==> src/rtl/core/assert_macros.svh <==
// Assertion macros used by the scan peak search top level
`ifndef ASSERT_MACROS_SVH
`define ASSERT_MACROS_SVH

// Check that an expression holds at every clock edge out of reset
`define GS_ASSERT_ALWAYS(lbl, clk, rst_n, expr, msg) \
	lbl: assert property (@(posedge clk) disable iff (!rst_n) (expr)) else $error(msg);

// Check that a consequent holds in the same cycle as its antecedent
`define GS_ASSERT_IMPL(lbl, clk, rst_n, ante, cons, msg) \
	lbl: assert property (@(posedge clk) disable iff (!rst_n) (ante) |-> (cons)) else $error(msg);

`endif

==> src/rtl/core/gscan_pkg.sv <==
// Types, constants and codes of the serpentine grid scan peak search
`timescale 1ns / 1ps
package gscan_pkg;

	localparam int MAX_POINTS_DEF = 1024;
	localparam int POS_BITS_DEF   = 32;

	localparam int STEP_W  = 20;
	localparam int PTS_W   = 11;
	localparam int OFF_W   = 31;
	localparam int VAL_W   = 32;
	localparam int OUT_IDX_W = 10;
	localparam int CIDX_W  = 2;

	localparam logic [STEP_W-1:0] STEP_LIMIT = STEP_W'(1000000);

	localparam logic [STEP_W-1:0] X_STEP_RST = STEP_W'(50000);
	localparam logic [STEP_W-1:0] Y_STEP_RST = STEP_W'(10000);
	localparam logic [PTS_W-1:0]  X_PTS_RST  = PTS_W'(2);
	localparam logic [PTS_W-1:0]  Y_PTS_RST  = PTS_W'(5);
	localparam logic [OFF_W-1:0]  X_OFF_RST  = OFF_W'(50000);
	localparam logic [OFF_W-1:0]  Y_OFF_RST  = OFF_W'(40000);

	// Configuration register indexes
	localparam logic [CIDX_W-1:0] CFG_X_STEP = 2'd0;
	localparam logic [CIDX_W-1:0] CFG_Y_STEP = 2'd1;
	localparam logic [CIDX_W-1:0] CFG_X_PTS  = 2'd2;
	localparam logic [CIDX_W-1:0] CFG_Y_PTS  = 2'd3;

	typedef enum logic [1:0] {
		OP_START  = 2'd0,
		OP_SAMPLE = 2'd1,
		OP_SKIP   = 2'd2,
		OP_STOP   = 2'd3
	} op_t;

	typedef enum logic [1:0] {
		ST_MOVE    = 2'd0,
		ST_DONE    = 2'd1,
		ST_STOPPED = 2'd2,
		ST_IGNORED = 2'd3
	} status_t;

	// What the position stages produce for a transaction
	typedef enum logic [1:0] {
		TGT_NONE = 2'd0,
		TGT_GRID = 2'd1,
		TGT_HOME = 2'd2
	} tgt_t;

	typedef struct packed {
		logic [STEP_W-1:0] x_step;
		logic [STEP_W-1:0] y_step;
		logic [PTS_W-1:0]  x_points;
		logic [PTS_W-1:0]  y_points;
		logic [OFF_W-1:0]  x_off;
		logic [OFF_W-1:0]  y_off;
	} cfg_t;

	typedef struct packed {
		status_t                   status;
		tgt_t                      kind;
		logic [PTS_W-1:0]          row;
		logic [PTS_W-1:0]          col;
		logic signed [VAL_W-1:0]   home_x;
		logic signed [VAL_W-1:0]   home_y;
		logic signed [VAL_W-1:0]   recorded;
		logic signed [VAL_W-1:0]   best_value;
		logic [PTS_W-1:0]          best_row;
		logic [PTS_W-1:0]          best_col;
		logic                      best_found;
	} item_t;

endpackage

==> src/rtl/core/gscan_cfg.sv <==
// Configuration registers with clamping and precomputed grid half spans
`timescale 1ns / 1ps
module gscan_cfg #(
	parameter int MAX_POINTS = gscan_pkg::MAX_POINTS_DEF
) (
	input  logic                         clk,
	input  logic                         arst_n,
	input  logic                         cfg_we,
	input  logic [gscan_pkg::CIDX_W-1:0] cfg_index,
	input  logic [gscan_pkg::STEP_W-1:0] cfg_data,
	input  logic                         busy,
	output gscan_pkg::cfg_t              cfg
);
	import gscan_pkg::*;

	logic [STEP_W-1:0] x_step_q, y_step_q, step_w;
	logic [PTS_W-1:0]  x_pts_q, y_pts_q, pts_w;
	logic [OFF_W-1:0]  x_off_q, y_off_q, x_off_d, y_off_d;

	// Clamp incoming values
	always_comb begin
		step_w = (cfg_data > STEP_LIMIT) ? STEP_LIMIT : cfg_data;
		pts_w  = cfg_data[PTS_W-1:0];
		if (pts_w == '0) begin
			pts_w = PTS_W'(1);
		end else if (32'(pts_w) > MAX_POINTS) begin
			pts_w = PTS_W'(MAX_POINTS);
		end
	end

	// Register writes, dropped while a scan runs
	always_ff @(posedge clk or negedge arst_n) begin
		if (!arst_n) begin
			x_step_q <= X_STEP_RST;
			y_step_q <= Y_STEP_RST;
			x_pts_q  <= X_PTS_RST;
			y_pts_q  <= Y_PTS_RST;
		end else if (cfg_we && !busy) begin
			unique case (cfg_index)
				CFG_X_STEP: x_step_q <= step_w;
				CFG_Y_STEP: y_step_q <= step_w;
				CFG_X_PTS:  x_pts_q  <= pts_w;
				CFG_Y_PTS:  y_pts_q  <= pts_w;
				default: ;
			endcase
		end
	end

	// Half span of the grid in half-nm: (points - 1) * step
	assign x_off_d = OFF_W'(x_pts_q - PTS_W'(1)) * OFF_W'(x_step_q);
	assign y_off_d = OFF_W'(y_pts_q - PTS_W'(1)) * OFF_W'(y_step_q);

	always_ff @(posedge clk or negedge arst_n) begin
		if (!arst_n) begin
			x_off_q <= X_OFF_RST;
			y_off_q <= Y_OFF_RST;
		end else begin
			x_off_q <= x_off_d;
			y_off_q <= y_off_d;
		end
	end

	assign cfg = '{x_step: x_step_q, y_step: y_step_q, x_points: x_pts_q,
		y_points: y_pts_q, x_off: x_off_q, y_off: y_off_q};

endmodule

==> src/rtl/core/gscan_seq.sv <==
// Scan sequencer: grid position, peak tracking and first pipeline stage
`timescale 1ns / 1ps
module gscan_seq #(
	parameter int MAX_POINTS = gscan_pkg::MAX_POINTS_DEF
) (
	input  logic                              clk,
	input  logic                              arst_n,
	input  logic                              accept,
	input  logic [1:0]                        op,
	input  logic signed [gscan_pkg::VAL_W-1:0] origin_x,
	input  logic signed [gscan_pkg::VAL_W-1:0] origin_y,
	input  logic signed [gscan_pkg::VAL_W-1:0] reading,
	input  logic                              reading_ok,
	input  gscan_pkg::cfg_t                   cfg,
	output logic                              busy,
	output gscan_pkg::item_t                  item_s1
);
	import gscan_pkg::*;

	localparam int IDX_W = ($clog2(MAX_POINTS) < PTS_W) ? $clog2(MAX_POINTS) : PTS_W;

	logic                    busy_q, busy_d;
	logic [IDX_W-1:0]        row_q, row_d, step_q, step_d;
	logic signed [VAL_W-1:0] home_x_q, home_x_d, home_y_q, home_y_d;
	logic signed [VAL_W-1:0] peak_q, peak_d, last_q, last_d;
	logic [IDX_W-1:0]        peak_row_q, peak_row_d, peak_col_q, peak_col_d;
	logic                    seen_q, seen_d;
	logic signed [VAL_W-1:0] value;
	logic [PTS_W-1:0]        col_cur, col_nx;
	logic [PTS_W:0]          step_inc, row_inc;
	logic                    row_wrap, grid_end;
	item_t                   item_d;

	function automatic logic [PTS_W-1:0] col_of(input logic [PTS_W-1:0] row,
		input logic [PTS_W-1:0] step, input logic [PTS_W-1:0] pts);
		return row[0] ? (pts - PTS_W'(1) - step) : step;
	endfunction

	// Current column and the position after one advance
	always_comb begin
		col_cur  = col_of(PTS_W'(row_q), PTS_W'(step_q), cfg.x_points);
		step_inc = (PTS_W+1)'(step_q) + (PTS_W+1)'(1);
		row_inc  = (PTS_W+1)'(row_q) + (PTS_W+1)'(1);
		row_wrap = step_inc >= {1'b0, cfg.x_points};
		grid_end = row_wrap && (row_inc >= {1'b0, cfg.y_points});
		value    = reading_ok ? reading : last_q;
	end

	// Next state and stage one payload
	always_comb begin
		busy_d     = busy_q;
		row_d      = row_q;
		step_d     = step_q;
		home_x_d   = home_x_q;
		home_y_d   = home_y_q;
		peak_d     = peak_q;
		peak_row_d = peak_row_q;
		peak_col_d = peak_col_q;
		seen_d     = seen_q;
		last_d     = last_q;
		col_nx     = '0;
		item_d     = '0;
		item_d.status = ST_IGNORED;
		item_d.kind   = TGT_NONE;
		item_d.home_x = home_x_q;
		item_d.home_y = home_y_q;

		if (op_t'(op) == OP_START) begin
			if (!busy_q) begin
				busy_d     = 1'b1;
				row_d      = '0;
				step_d     = '0;
				home_x_d   = origin_x;
				home_y_d   = origin_y;
				peak_d     = '0;
				peak_row_d = '0;
				peak_col_d = '0;
				seen_d     = 1'b0;
				item_d.status = ST_MOVE;
				item_d.kind   = TGT_GRID;
				item_d.home_x = origin_x;
				item_d.home_y = origin_y;
			end
		end else if (busy_q) begin
			if (op_t'(op) == OP_STOP) begin
				busy_d = 1'b0;
				row_d  = '0;
				step_d = '0;
				item_d.status = ST_STOPPED;
			end else begin
				// Record the sample and update the peak
				if (op_t'(op) == OP_SAMPLE) begin
					last_d = value;
					if (!seen_q || (value > peak_q)) begin
						peak_d     = value;
						peak_row_d = row_q;
						peak_col_d = IDX_W'(col_cur);
						seen_d     = 1'b1;
					end
					item_d.recorded = value;
				end
				// Advance along the serpentine path
				if (grid_end) begin
					busy_d = 1'b0;
					row_d  = '0;
					step_d = '0;
					item_d.status = ST_DONE;
					item_d.kind   = TGT_HOME;
				end else begin
					if (row_wrap) begin
						step_d = '0;
						row_d  = IDX_W'(row_inc);
					end else begin
						step_d = IDX_W'(step_inc);
					end
					col_nx = col_of(PTS_W'(row_d), PTS_W'(step_d), cfg.x_points);
					item_d.status = ST_MOVE;
					item_d.kind   = TGT_GRID;
					item_d.row    = PTS_W'(row_d);
					item_d.col    = col_nx;
				end
			end
		end

		item_d.best_value = peak_d;
		item_d.best_row   = PTS_W'(peak_row_d);
		item_d.best_col   = PTS_W'(peak_col_d);
		item_d.best_found = seen_d;
	end

	// Scan control state
	always_ff @(posedge clk or negedge arst_n) begin
		if (!arst_n) begin
			busy_q     <= 1'b0;
			row_q      <= '0;
			step_q     <= '0;
			home_x_q   <= '0;
			home_y_q   <= '0;
			peak_q     <= '0;
			peak_row_q <= '0;
			peak_col_q <= '0;
			seen_q     <= 1'b0;
			last_q     <= '0;
		end else if (accept) begin
			busy_q     <= busy_d;
			row_q      <= row_d;
			step_q     <= step_d;
			home_x_q   <= home_x_d;
			home_y_q   <= home_y_d;
			peak_q     <= peak_d;
			peak_row_q <= peak_row_d;
			peak_col_q <= peak_col_d;
			seen_q     <= seen_d;
			last_q     <= last_d;
		end
	end

	// Stage one payload
	always_ff @(posedge clk) begin
		if (accept) begin
			item_s1 <= item_d;
		end
	end

	assign busy = busy_q;

endmodule

==> src/rtl/core/gscan_pos.sv <==
// Target position: per-axis multiply stage, then offset add and saturation
`timescale 1ns / 1ps
module gscan_pos #(
	parameter int POS_BITS = gscan_pkg::POS_BITS_DEF
) (
	input  logic                              clk,
	input  logic                              en_s2,
	input  logic                              en_s3,
	input  gscan_pkg::cfg_t                   cfg,
	input  gscan_pkg::item_t                  item_s1,
	output gscan_pkg::item_t                  item_s3,
	output logic signed [gscan_pkg::VAL_W-1:0] target_x_s3,
	output logic signed [gscan_pkg::VAL_W-1:0] target_y_s3
);
	import gscan_pkg::*;

	localparam int SUM_W = (POS_BITS > 35) ? POS_BITS + 1 : 36;
	localparam logic signed [SUM_W-1:0] POS_HI =
		SUM_W'((64'sd1 <<< (POS_BITS - 1)) - 64'sd1);
	localparam logic signed [SUM_W-1:0] POS_LO = -POS_HI - SUM_W'(1);

	item_t                   item_s2;
	logic [OFF_W-1:0]        prod_x_s2, prod_y_s2;
	logic signed [SUM_W-1:0] hx, hy, ox, oy, px, py, sum_x, sum_y, sat_x, sat_y;

	// Column and row times step
	always_ff @(posedge clk) begin
		if (en_s2) begin
			item_s2   <= item_s1;
			prod_x_s2 <= OFF_W'(item_s1.col) * OFF_W'(cfg.x_step);
			prod_y_s2 <= OFF_W'(item_s1.row) * OFF_W'(cfg.y_step);
		end
	end

	// Grid position from the center; the return target is the center itself
	always_comb begin
		hx = SUM_W'(item_s2.home_x);
		hy = SUM_W'(item_s2.home_y);
		ox = '0;
		oy = '0;
		px = '0;
		py = '0;
		if (item_s2.kind == TGT_GRID) begin
			ox = SUM_W'(cfg.x_off);
			oy = SUM_W'(cfg.y_off);
			px = SUM_W'({prod_x_s2, 1'b0});
			py = SUM_W'({prod_y_s2, 1'b0});
		end
		sum_x = hx - ox + px;
		sum_y = hy + oy - py;
		sat_x = (sum_x > POS_HI) ? POS_HI : ((sum_x < POS_LO) ? POS_LO : sum_x);
		sat_y = (sum_y > POS_HI) ? POS_HI : ((sum_y < POS_LO) ? POS_LO : sum_y);
	end

	// Result register
	always_ff @(posedge clk) begin
		if (en_s3) begin
			item_s3 <= item_s2;
			if (item_s2.kind == TGT_NONE) begin
				target_x_s3 <= '0;
				target_y_s3 <= '0;
			end else begin
				target_x_s3 <= VAL_W'(sat_x);
				target_y_s3 <= VAL_W'(sat_y);
			end
		end
	end

endmodule

==> src/rtl/core/serpentine_grid_scan_peak_search_top.sv <==
// Throughput: one transaction per cycle unless stalled; sequencer state updates at accept.
// Three registered stages (sequencer, multiply, add and saturate) stall only
// when the result register is full and not taken; empty stages still fill.
// Reset: arst_n clears scan state, peak state and valids, and loads the
// configuration defaults; no clearing pass is needed.
`timescale 1ns / 1ps
`include "assert_macros.svh"
module serpentine_grid_scan_peak_search_top #(
	parameter int MAX_POINTS = gscan_pkg::MAX_POINTS_DEF,
	parameter int POS_BITS   = gscan_pkg::POS_BITS_DEF
) (
	input  logic                                  clk,
	input  logic                                  arst_n,
	input  logic                                  cfg_we,
	input  logic [gscan_pkg::CIDX_W-1:0]          cfg_index,
	input  logic [gscan_pkg::STEP_W-1:0]          cfg_data,
	input  logic                                  in_valid,
	output logic                                  in_ready,
	input  logic [1:0]                            op,
	input  logic signed [gscan_pkg::VAL_W-1:0]    origin_x,
	input  logic signed [gscan_pkg::VAL_W-1:0]    origin_y,
	input  logic signed [gscan_pkg::VAL_W-1:0]    reading,
	input  logic                                  reading_ok,
	output logic                                  out_valid,
	input  logic                                  out_ready,
	output logic signed [gscan_pkg::VAL_W-1:0]    target_x,
	output logic signed [gscan_pkg::VAL_W-1:0]    target_y,
	output logic [gscan_pkg::OUT_IDX_W-1:0]       target_row,
	output logic [gscan_pkg::OUT_IDX_W-1:0]       target_col,
	output logic signed [gscan_pkg::VAL_W-1:0]    recorded_value,
	output logic signed [gscan_pkg::VAL_W-1:0]    best_value,
	output logic [gscan_pkg::OUT_IDX_W-1:0]       best_row,
	output logic [gscan_pkg::OUT_IDX_W-1:0]       best_col,
	output logic                                  best_found,
	output logic [1:0]                            status
);
	import gscan_pkg::*;

	cfg_t  cfg;
	item_t item_s1, item_s3;
	logic  busy, accept;
	logic  valid_s1, valid_s2, valid_s3;
	logic  en_s1, en_s2, en_s3;

	// Stage enables: a stage loads when it is empty or its content moves on
	assign en_s3    = !valid_s3 || out_ready;
	assign en_s2    = !valid_s2 || en_s3;
	assign en_s1    = !valid_s1 || en_s2;
	assign in_ready = en_s1;
	assign accept   = in_valid && in_ready;

	always_ff @(posedge clk or negedge arst_n) begin
		if (!arst_n) begin
			valid_s1 <= 1'b0;
			valid_s2 <= 1'b0;
			valid_s3 <= 1'b0;
		end else begin
			if (en_s1) begin
				valid_s1 <= in_valid;
			end
			if (en_s2) begin
				valid_s2 <= valid_s1;
			end
			if (en_s3) begin
				valid_s3 <= valid_s2;
			end
		end
	end

	gscan_cfg #(.MAX_POINTS(MAX_POINTS)) u_cfg (
		.clk       (clk),
		.arst_n    (arst_n),
		.cfg_we    (cfg_we),
		.cfg_index (cfg_index),
		.cfg_data  (cfg_data),
		.busy      (busy),
		.cfg       (cfg)
	);

	gscan_seq #(.MAX_POINTS(MAX_POINTS)) u_seq (
		.clk        (clk),
		.arst_n     (arst_n),
		.accept     (accept),
		.op         (op),
		.origin_x   (origin_x),
		.origin_y   (origin_y),
		.reading    (reading),
		.reading_ok (reading_ok),
		.cfg        (cfg),
		.busy       (busy),
		.item_s1    (item_s1)
	);

	gscan_pos #(.POS_BITS(POS_BITS)) u_pos (
		.clk         (clk),
		.en_s2       (en_s2),
		.en_s3       (en_s3),
		.cfg         (cfg),
		.item_s1     (item_s1),
		.item_s3     (item_s3),
		.target_x_s3 (target_x),
		.target_y_s3 (target_y)
	);

	// Drive the result ports from the result register
	assign out_valid      = valid_s3;
	assign target_row     = OUT_IDX_W'(item_s3.row);
	assign target_col     = OUT_IDX_W'(item_s3.col);
	assign recorded_value = item_s3.recorded;
	assign best_value     = item_s3.best_value;
	assign best_row       = OUT_IDX_W'(item_s3.best_row);
	assign best_col       = OUT_IDX_W'(item_s3.best_col);
	assign best_found     = item_s3.best_found;
	assign status         = item_s3.status;

	`GS_ASSERT_IMPL(a_stall_needs_result, clk, arst_n, !in_ready, out_valid, "input stalled without a held result")
	`GS_ASSERT_IMPL(a_no_move_zero, clk, arst_n, out_valid && (status == ST_IGNORED || status == ST_STOPPED), target_x == '0 && target_y == '0 && recorded_value == '0, "ignored or stopped transaction carries a target")
	`GS_ASSERT_IMPL(a_return_origin_idx, clk, arst_n, out_valid && status == ST_DONE, target_row == '0 && target_col == '0, "return target has nonzero grid index")
	`GS_ASSERT_IMPL(a_no_peak_clear, clk, arst_n, out_valid && !best_found, best_value == '0 && best_row == '0 && best_col == '0, "peak fields set with no recorded value")

endmodule
==> config.mk <==
export PLATFORM = sky130hd
export DESIGN_NAME = serpentine_grid_scan_peak_search_top
export DESIGN_NICKNAME = d
export VERILOG_FILES = /design/src/rtl/core/gscan_pkg.sv /design/src/rtl/core/gscan_cfg.sv /design/src/rtl/core/gscan_seq.sv /design/src/rtl/core/gscan_pos.sv /design/src/rtl/core/serpentine_grid_scan_peak_search_top.sv
export VERILOG_INCLUDE_DIRS = /design/src /design/src/rtl/core
export SDC_FILE = /design/constraint.sdc
export NUM_CORES = 2
export LEC_CHECK = 0
export BUFFER_PORTS_ARGS = -buffer_cell sky130_fd_sc_hd__buf_2
export CORE_ASPECT_RATIO = 0.75
export CORE_MARGIN = 5
export CORE_UTILIZATION = 55
export CTS_CLUSTER_DIAMETER = 80
export DETAILED_ROUTE_END_ITERATION = 8
export GPL_TIMING_DRIVEN = 1
export PLACE_DENSITY = 0.75
export SYNTH_ARGS = -nofsm -noshare
export SYNTH_HDL_FRONTEND = slang
export SYNTH_SLANG_ARGS = --single-unit
==> constraint.sdc <==
create_clock -name clk -period 25.3 [get_ports clk]
set_input_delay 3.795 -clock clk [delete_from_list [all_inputs] [get_ports clk]]
set_output_delay 3.795 -clock clk [all_outputs]
set_load 0.02 [all_outputs]
After elaboration in Yosys (flattened, before gate mapping)
Cells that the tools add are included.
{"block": "classes", "eq_ne": 7, "bitwise": 5, "n_mux": 70, "order_cmp": 9, "multipliers": 4, "reduce_logical": 30, "addsub": 11}
{"operator": "two-way mux 32 bit", "count": 11}
{"operator": "two-way mux 10 bit", "count": 32}
{"operator": "two-way mux 64 bit", "count": 2}
{"operator": "two-way mux 31 bit", "count": 4}
{"operator": "> comparator 36 x 32 -> 1 bit (second input constant)", "count": 2}
{"operator": "< comparator 36 x 32 -> 1 bit (second input constant)", "count": 2}
{"operator": "multiplier 11 x 20 -> 31 bit", "count": 2}
{"operator": "multiplier 31 x 20 -> 31 bit", "count": 2}
{"operator": "adder 33 x 33 -> 34 bit", "count": 1}
{"operator": "subtractor 33 x 33 -> 34 bit", "count": 1}
{"operator": "adder 32 x 32 -> 33 bit", "count": 1}
{"operator": "two-way mux 11 bit", "count": 3}
{"operator": "subtractor 32 x 32 -> 33 bit", "count": 1}
{"operator": "> comparator 32 bit", "count": 1}
{"operator": "two-way mux 26 bit", "count": 1}
{"operator": "greater-or-equal comparator 12 x 11 -> 1 bit", "count": 2}
{"operator": "two-way mux 24 bit", "count": 1}
{"operator": "subtractor 11 x 1 -> 12 bit (second input constant)", "count": 2}
{"operator": "adder 10 x 1 -> 11 bit (second input constant)", "count": 2}
{"operator": "two-way mux 21 bit", "count": 1}
{"operator": "> comparator 20 bit (second input constant)", "count": 1}
{"operator": "two-way mux 20 bit", "count": 1}
{"operator": "> comparator 11 bit (second input constant)", "count": 1}
{"operator": "zero test 11 bit", "count": 1}
{"operator": "other kinds (23)", "count": 58}
{"block": "word_totals", "reg_bits": 878, "elab_cells": 193}

Depth between registers and ports, before layout
{"block": "depth", "depth_word": 13, "ltp_mapped": 35, "ltp_nobuf": 33}

By module
From an unflattened synthesis, not the netlist that was laid out.
{"block": "unflattened", "hier_cells": 6796, "hier_area_um2": 71866.4}
{"module": "gscan_pos", "cells_each": 2970, "seq_area_each_um2": 14413.8, "instances": 1, "area_each_um2": 34396.7}
{"module": "gscan_cfg", "cells_each": 2220, "seq_area_each_um2": 3134.3, "instances": 1, "area_each_um2": 19922.9}
{"module": "gscan_seq", "cells_each": 1596, "seq_area_each_um2": 9479.1, "instances": 1, "area_each_um2": 17418.0}
{"module": "serpentine_grid_scan_peak_search_top", "cells_each": 10, "seq_area_each_um2": 75.1, "instances": 1, "area_each_um2": 128.9}

Worst setup path before layout
OpenSTA, ideal clock, no wires.
{"block": "synth_path", "kind": "in2reg", "start": "input port out_ready", "end": "register u_seq.peak_q[10]", "setup_time_ps": 80, "path_buffers": 2, "slack_ps": 15395, "t_arrival_ps": 9824, "cell_stages": 9, "path_cell_list": "nor2b_1 -> nand3_1 -> nand2_1 -> clkinv_1 -> nand2_1 -> buf_1 -> clkbuf_1 -> nand2_1 -> mux2i_1"}
{"block": "synth_between", "elab_chain_cells": 4}
{"element": "from (decl)", "line_no": "serpentine_grid_scan_peak_search_top.sv:25", "rtl": "input logic out_ready,"}
{"element": "logical OR 1 bit", "line_no": "serpentine_grid_scan_peak_search_top.sv:46", "rtl": "assign en_s3 = !valid_s3 || out_ready;"}
{"element": "logical OR 1 bit", "line_no": "serpentine_grid_scan_peak_search_top.sv:47", "rtl": "assign en_s2 = !valid_s2 || en_s3;"}
{"element": "logical OR 1 bit", "line_no": "serpentine_grid_scan_peak_search_top.sv:48", "rtl": "assign en_s1 = !valid_s1 || en_s2;"}
{"element": "named net in_ready", "line_no": "serpentine_grid_scan_peak_search_top.sv:18", "rtl": "output logic in_ready,"}
{"element": "logical AND 1 bit", "line_no": "serpentine_grid_scan_peak_search_top.sv:50", "rtl": "assign accept = in_valid && in_ready;"}
{"element": "named net accept", "line_no": "serpentine_grid_scan_peak_search_top.sv:41", "rtl": "logic busy, accept;"}
{"element": "to (signal assigned)", "line_no": "gscan_seq.sv:150", "rtl": "peak_q <= peak_d;"}
{"element": "to (decl)", "line_no": "gscan_seq.sv:25", "rtl": "logic signed [VAL_W-1:0] peak_q, peak_d, last_q, last_d;"}
The timed path passes the listed nets, and every way through them passes these cells.
A chain may end at the register's enable or synchronous reset.

Worst setup path in the final report
{"block": "layout_path", "start": "register u_cfg.y_pts_q[0]", "end": "register u_cfg.y_off_q[29]"}
{"block": "layout_between", "elab_chain_cells": 2}
{"element": "from (decl)", "line_no": "gscan_cfg.sv:17", "rtl": "logic [PTS_W-1:0] x_pts_q, y_pts_q, pts_w;"}
{"element": "from (signal assigned)", "line_no": "gscan_cfg.sv:43", "rtl": "CFG_Y_PTS: y_pts_q <= pts_w;"}
{"element": "subtractor 11 x 1 -> 12 bit", "line_no": "gscan_cfg.sv:51", "rtl": "assign y_off_d = OFF_W'(y_pts_q - PTS_W'(1)) * OFF_W'(y_step_q);"}
{"element": "multiplier 31 x 20 -> 31 bit", "line_no": "gscan_cfg.sv:51"}
{"element": "named net u_cfg.y_off_d[29]", "line_no": "gscan_cfg.sv:18", "rtl": "logic [OFF_W-1:0] x_off_q, y_off_q, x_off_d, y_off_d;"}
{"element": "to (signal assigned)", "line_no": "gscan_cfg.sv:59", "rtl": "y_off_q <= y_off_d;"}
{"element": "to (decl)", "line_no": "gscan_cfg.sv:18"}
The timed path passes the listed nets, and every way through them passes these cells.

==> reports/metrics.cfg <==
[critical_path]
critPathKind=register to register
critPathMaxStageDelay_ns=0.83
endpoint_kind=register
crit_slowest_cell=nor4_1
cp-start-kind=register
path_max_fanout=20
worstPathArrival_ns=9.83
critPathRequiredTime_ns=25.94

[floorplanning]
die_h_um=326
rows=115
core_um2=132000
pin_count=299
die_x_um=431
dieArea_um2=141000
start_util_pct=55.6

[logic_synthesis]
syn_inst=7000
synth_area_um2=73200
syn_avg_cell_area_um2=10.5
yosysTopAreaCell=fa_1
yosys_warnings=0
synth-main-ff-cell=edfxtp_1
synth_nets=8490
yosysTopAreaCellShare_pct=24.8
synthTopCellsByArea=fa_1 25%, edfxtp_1 24%, dfrtp_1 9.3%
async_reset_ff_share_pct=33.9
yosysMostFrequentCell=inv_1
ys_seq_area_share_pct=34.0
synth_cell_types=92
synth_edf_count=580
ys_top_cells_by_count=1241 x inv_1, 1041 x nand2_1, 905 x fa_1
ys_ff_latch=877

[global_route]
grt_max_degree=112
track_usage_pct=27.4
antenna_found_initial=8
grt_pass1_vias=51800
grt_pass1_wl_um=299000
overflow=0

[clocking]
cts.htree.levels=3
clkLatencyLatePin_ns=0.75
cts_resized=0
cts_buffer_depth=3
cts_root_buf=clkbuf_16
postCtsHoldBufs=0
path_clk_slew_ns=0.06
cts_buffers=91
numClockSinks=877
cts_tree=done
post_cts_buffers=0

[drt]
num_vias=50400
dr.first_iter.drc_count=4478
drc=0
drt_first_pass_iters=5
vias_per_cell=5.59
routed_wl_um=190000
avgRoutedWirePerCell_um=21.1
drtAntennaViolNets=0

[final_layout]
post-route-util_pct=60.4
nNetsFinal=8670
drive_gt1_share_pct=9.38
final_cell_count_no_fill=9018
synthToLayoutAreaGrowth_pct=8.68

[sta]
period_share_pct=36.3
setup_slack_ns=16.11
worst_pin_slew_ns=1.34
slew_headroom_pct=9.82
final_max_slew_viol_count=0
min_period_ns=9.19
grt_setup_unrepaired=no
setup_viol=0
skew_ns=0.0722
fin_setup_tns_ns=0
hold_viol_final=0
fmax_mhz=109

[placed_design]
numPlacedInstances=8842
portBuffers=298
dpl_worst_slack_ns=16.25
hpwl_um=145000
gp_congestion=0.950

[outcome]
status=complete, no violations

[job]
maxCapViolCount=0

[hold_path]
holdCritPathClass=register to register

[cell usage in the layout (no fill, tap or decap), types with 19 or more instances in the layout]
cell type and instances:
xor2_1 68, ha_1 459, nand2b_1 50, clkbuf_16 92, and2_1 444, xnor2_1 157
nor2b_1 84, nor3_1 58, o31ai_1 19, clkinv_2 19, nor2_1 146, clkbuf_1 26
a21o_1 93, o21ai_0 243, mux2i_1 132, o21bai_1 26, o21a_1 40, nand3_1 81
buf_2 297, dfstp_2 25, fa_1 905, and3_1 29, buf_4 82, edfxtp_1 580
mux2_2 75, inv_1 1240, dfrtp_1 272, a21oi_1 178, nand2_1 1039
[registers in the layout, summed over array words and instances (netlist names), 11 cells and up]
name               flops
u_seq.last_q          32
u_pos.target_y_s3     32
u_cfg.y_pts_q         11
u_pos.prod_x_s2       31
u_pos.item_s2        109
u_cfg.y_step_q        20
u_pos.prod_y_s2       31
u_pos.hy              32
u_seq.item_s1        174
u_pos.target_x_s3     32
u_seq.home_x_q        32
u_pos.item_s3        107
u_seq.home_y_q        32
u_cfg.x_step_q        20
u_cfg.x_off_q         31
u_pos.hx              32
u_cfg.y_off_q         31
u_seq.peak_q          32
u_cfg.x_pts_q         11
[cells by family (layout without fill, tap and decap cells)]
group,count (synthesis),in the layout,share of synthesized area [%]
DFF,877,877,34.0
AOI/OAI and AO/OA,765,765,6.65
xor gates and xnor gates,231,231,2.77
adders and majority gates,1365,1365,32.6
muxes,207,207,2.96
other,0,4,0
buffers and inverters,1536,1795,7.97
and+or+nand+nor,2019,2019,13.0
[worst max-delay path: cells and delay by family, from the launching register on]
kind                     cells  cell delay (ns)
adder cells (fa/ha/maj)      8             3.78
AND/OR/NAND/NOR              6             2.11
AO/OA/AOI/OAI                8             1.64
buffers and inverters        8             0.82
flip-flops                   1             0.53
XOR/XNOR                     1             0.18
[metal layers]
layer  GRT usage [%]  vias up  share of wire, %
li1                -    22600                 -
met1            39.3    25500                43
met2            40.8     2082                44
met3            6.66      355               9.2
met4            10.3        2               4.3
met5               0        -            0.0068
[final cells by class]
class / count / area, um2
Inverter: 1243 / 4680
Clock inverter: 50 / 621
Sequential cell: 877 / 24900
Clock buffer: 122 / 2450
Multi-Input combinational cell: 4587 / 42600
Tap cell: 1755 / 2200
Timing Repair Buffer: 380 / 2120
Antenna cell: 4 / 10.0
Fill cell: 10700 / 52100
[final timing paths]
kind | startpoint | end | slack [ns] | cells past startpoint
min | u_seq.item_s1[0] | u_pos.item_s2[0] | 0.36 | 0
min reg2reg | u_seq.item_s1[0] | u_pos.item_s2[0] | 0.36 | 0
max | u_cfg.y_pts_q[0] | u_cfg.y_off_q[29] | 16.11 | 31
max reg2reg | u_cfg.y_pts_q[0] | u_cfg.y_off_q[29] | 16.11 | 31
min in group asynchronous | arst_n | u_seq.step_q[7] | 3.10 | 1
max in group asynchronous | arst_n | u_seq.home_x_q[12] | 20.07 | 3
[metrics by stage]
step | hold WS [ns] | area, um2
after global placement | 0.400 | 76400
after global routing | 0.377 | 79500
after detailed placement | 0.405 | 76400
final | 0.361 | 79500
after CTS | 0.361 | 79500
after floorplan | 0.400 | 73200
Power is left out: the tool's default activity adds up to more than one toggle a clock period on the data nets, which glitch-free logic cannot reach.
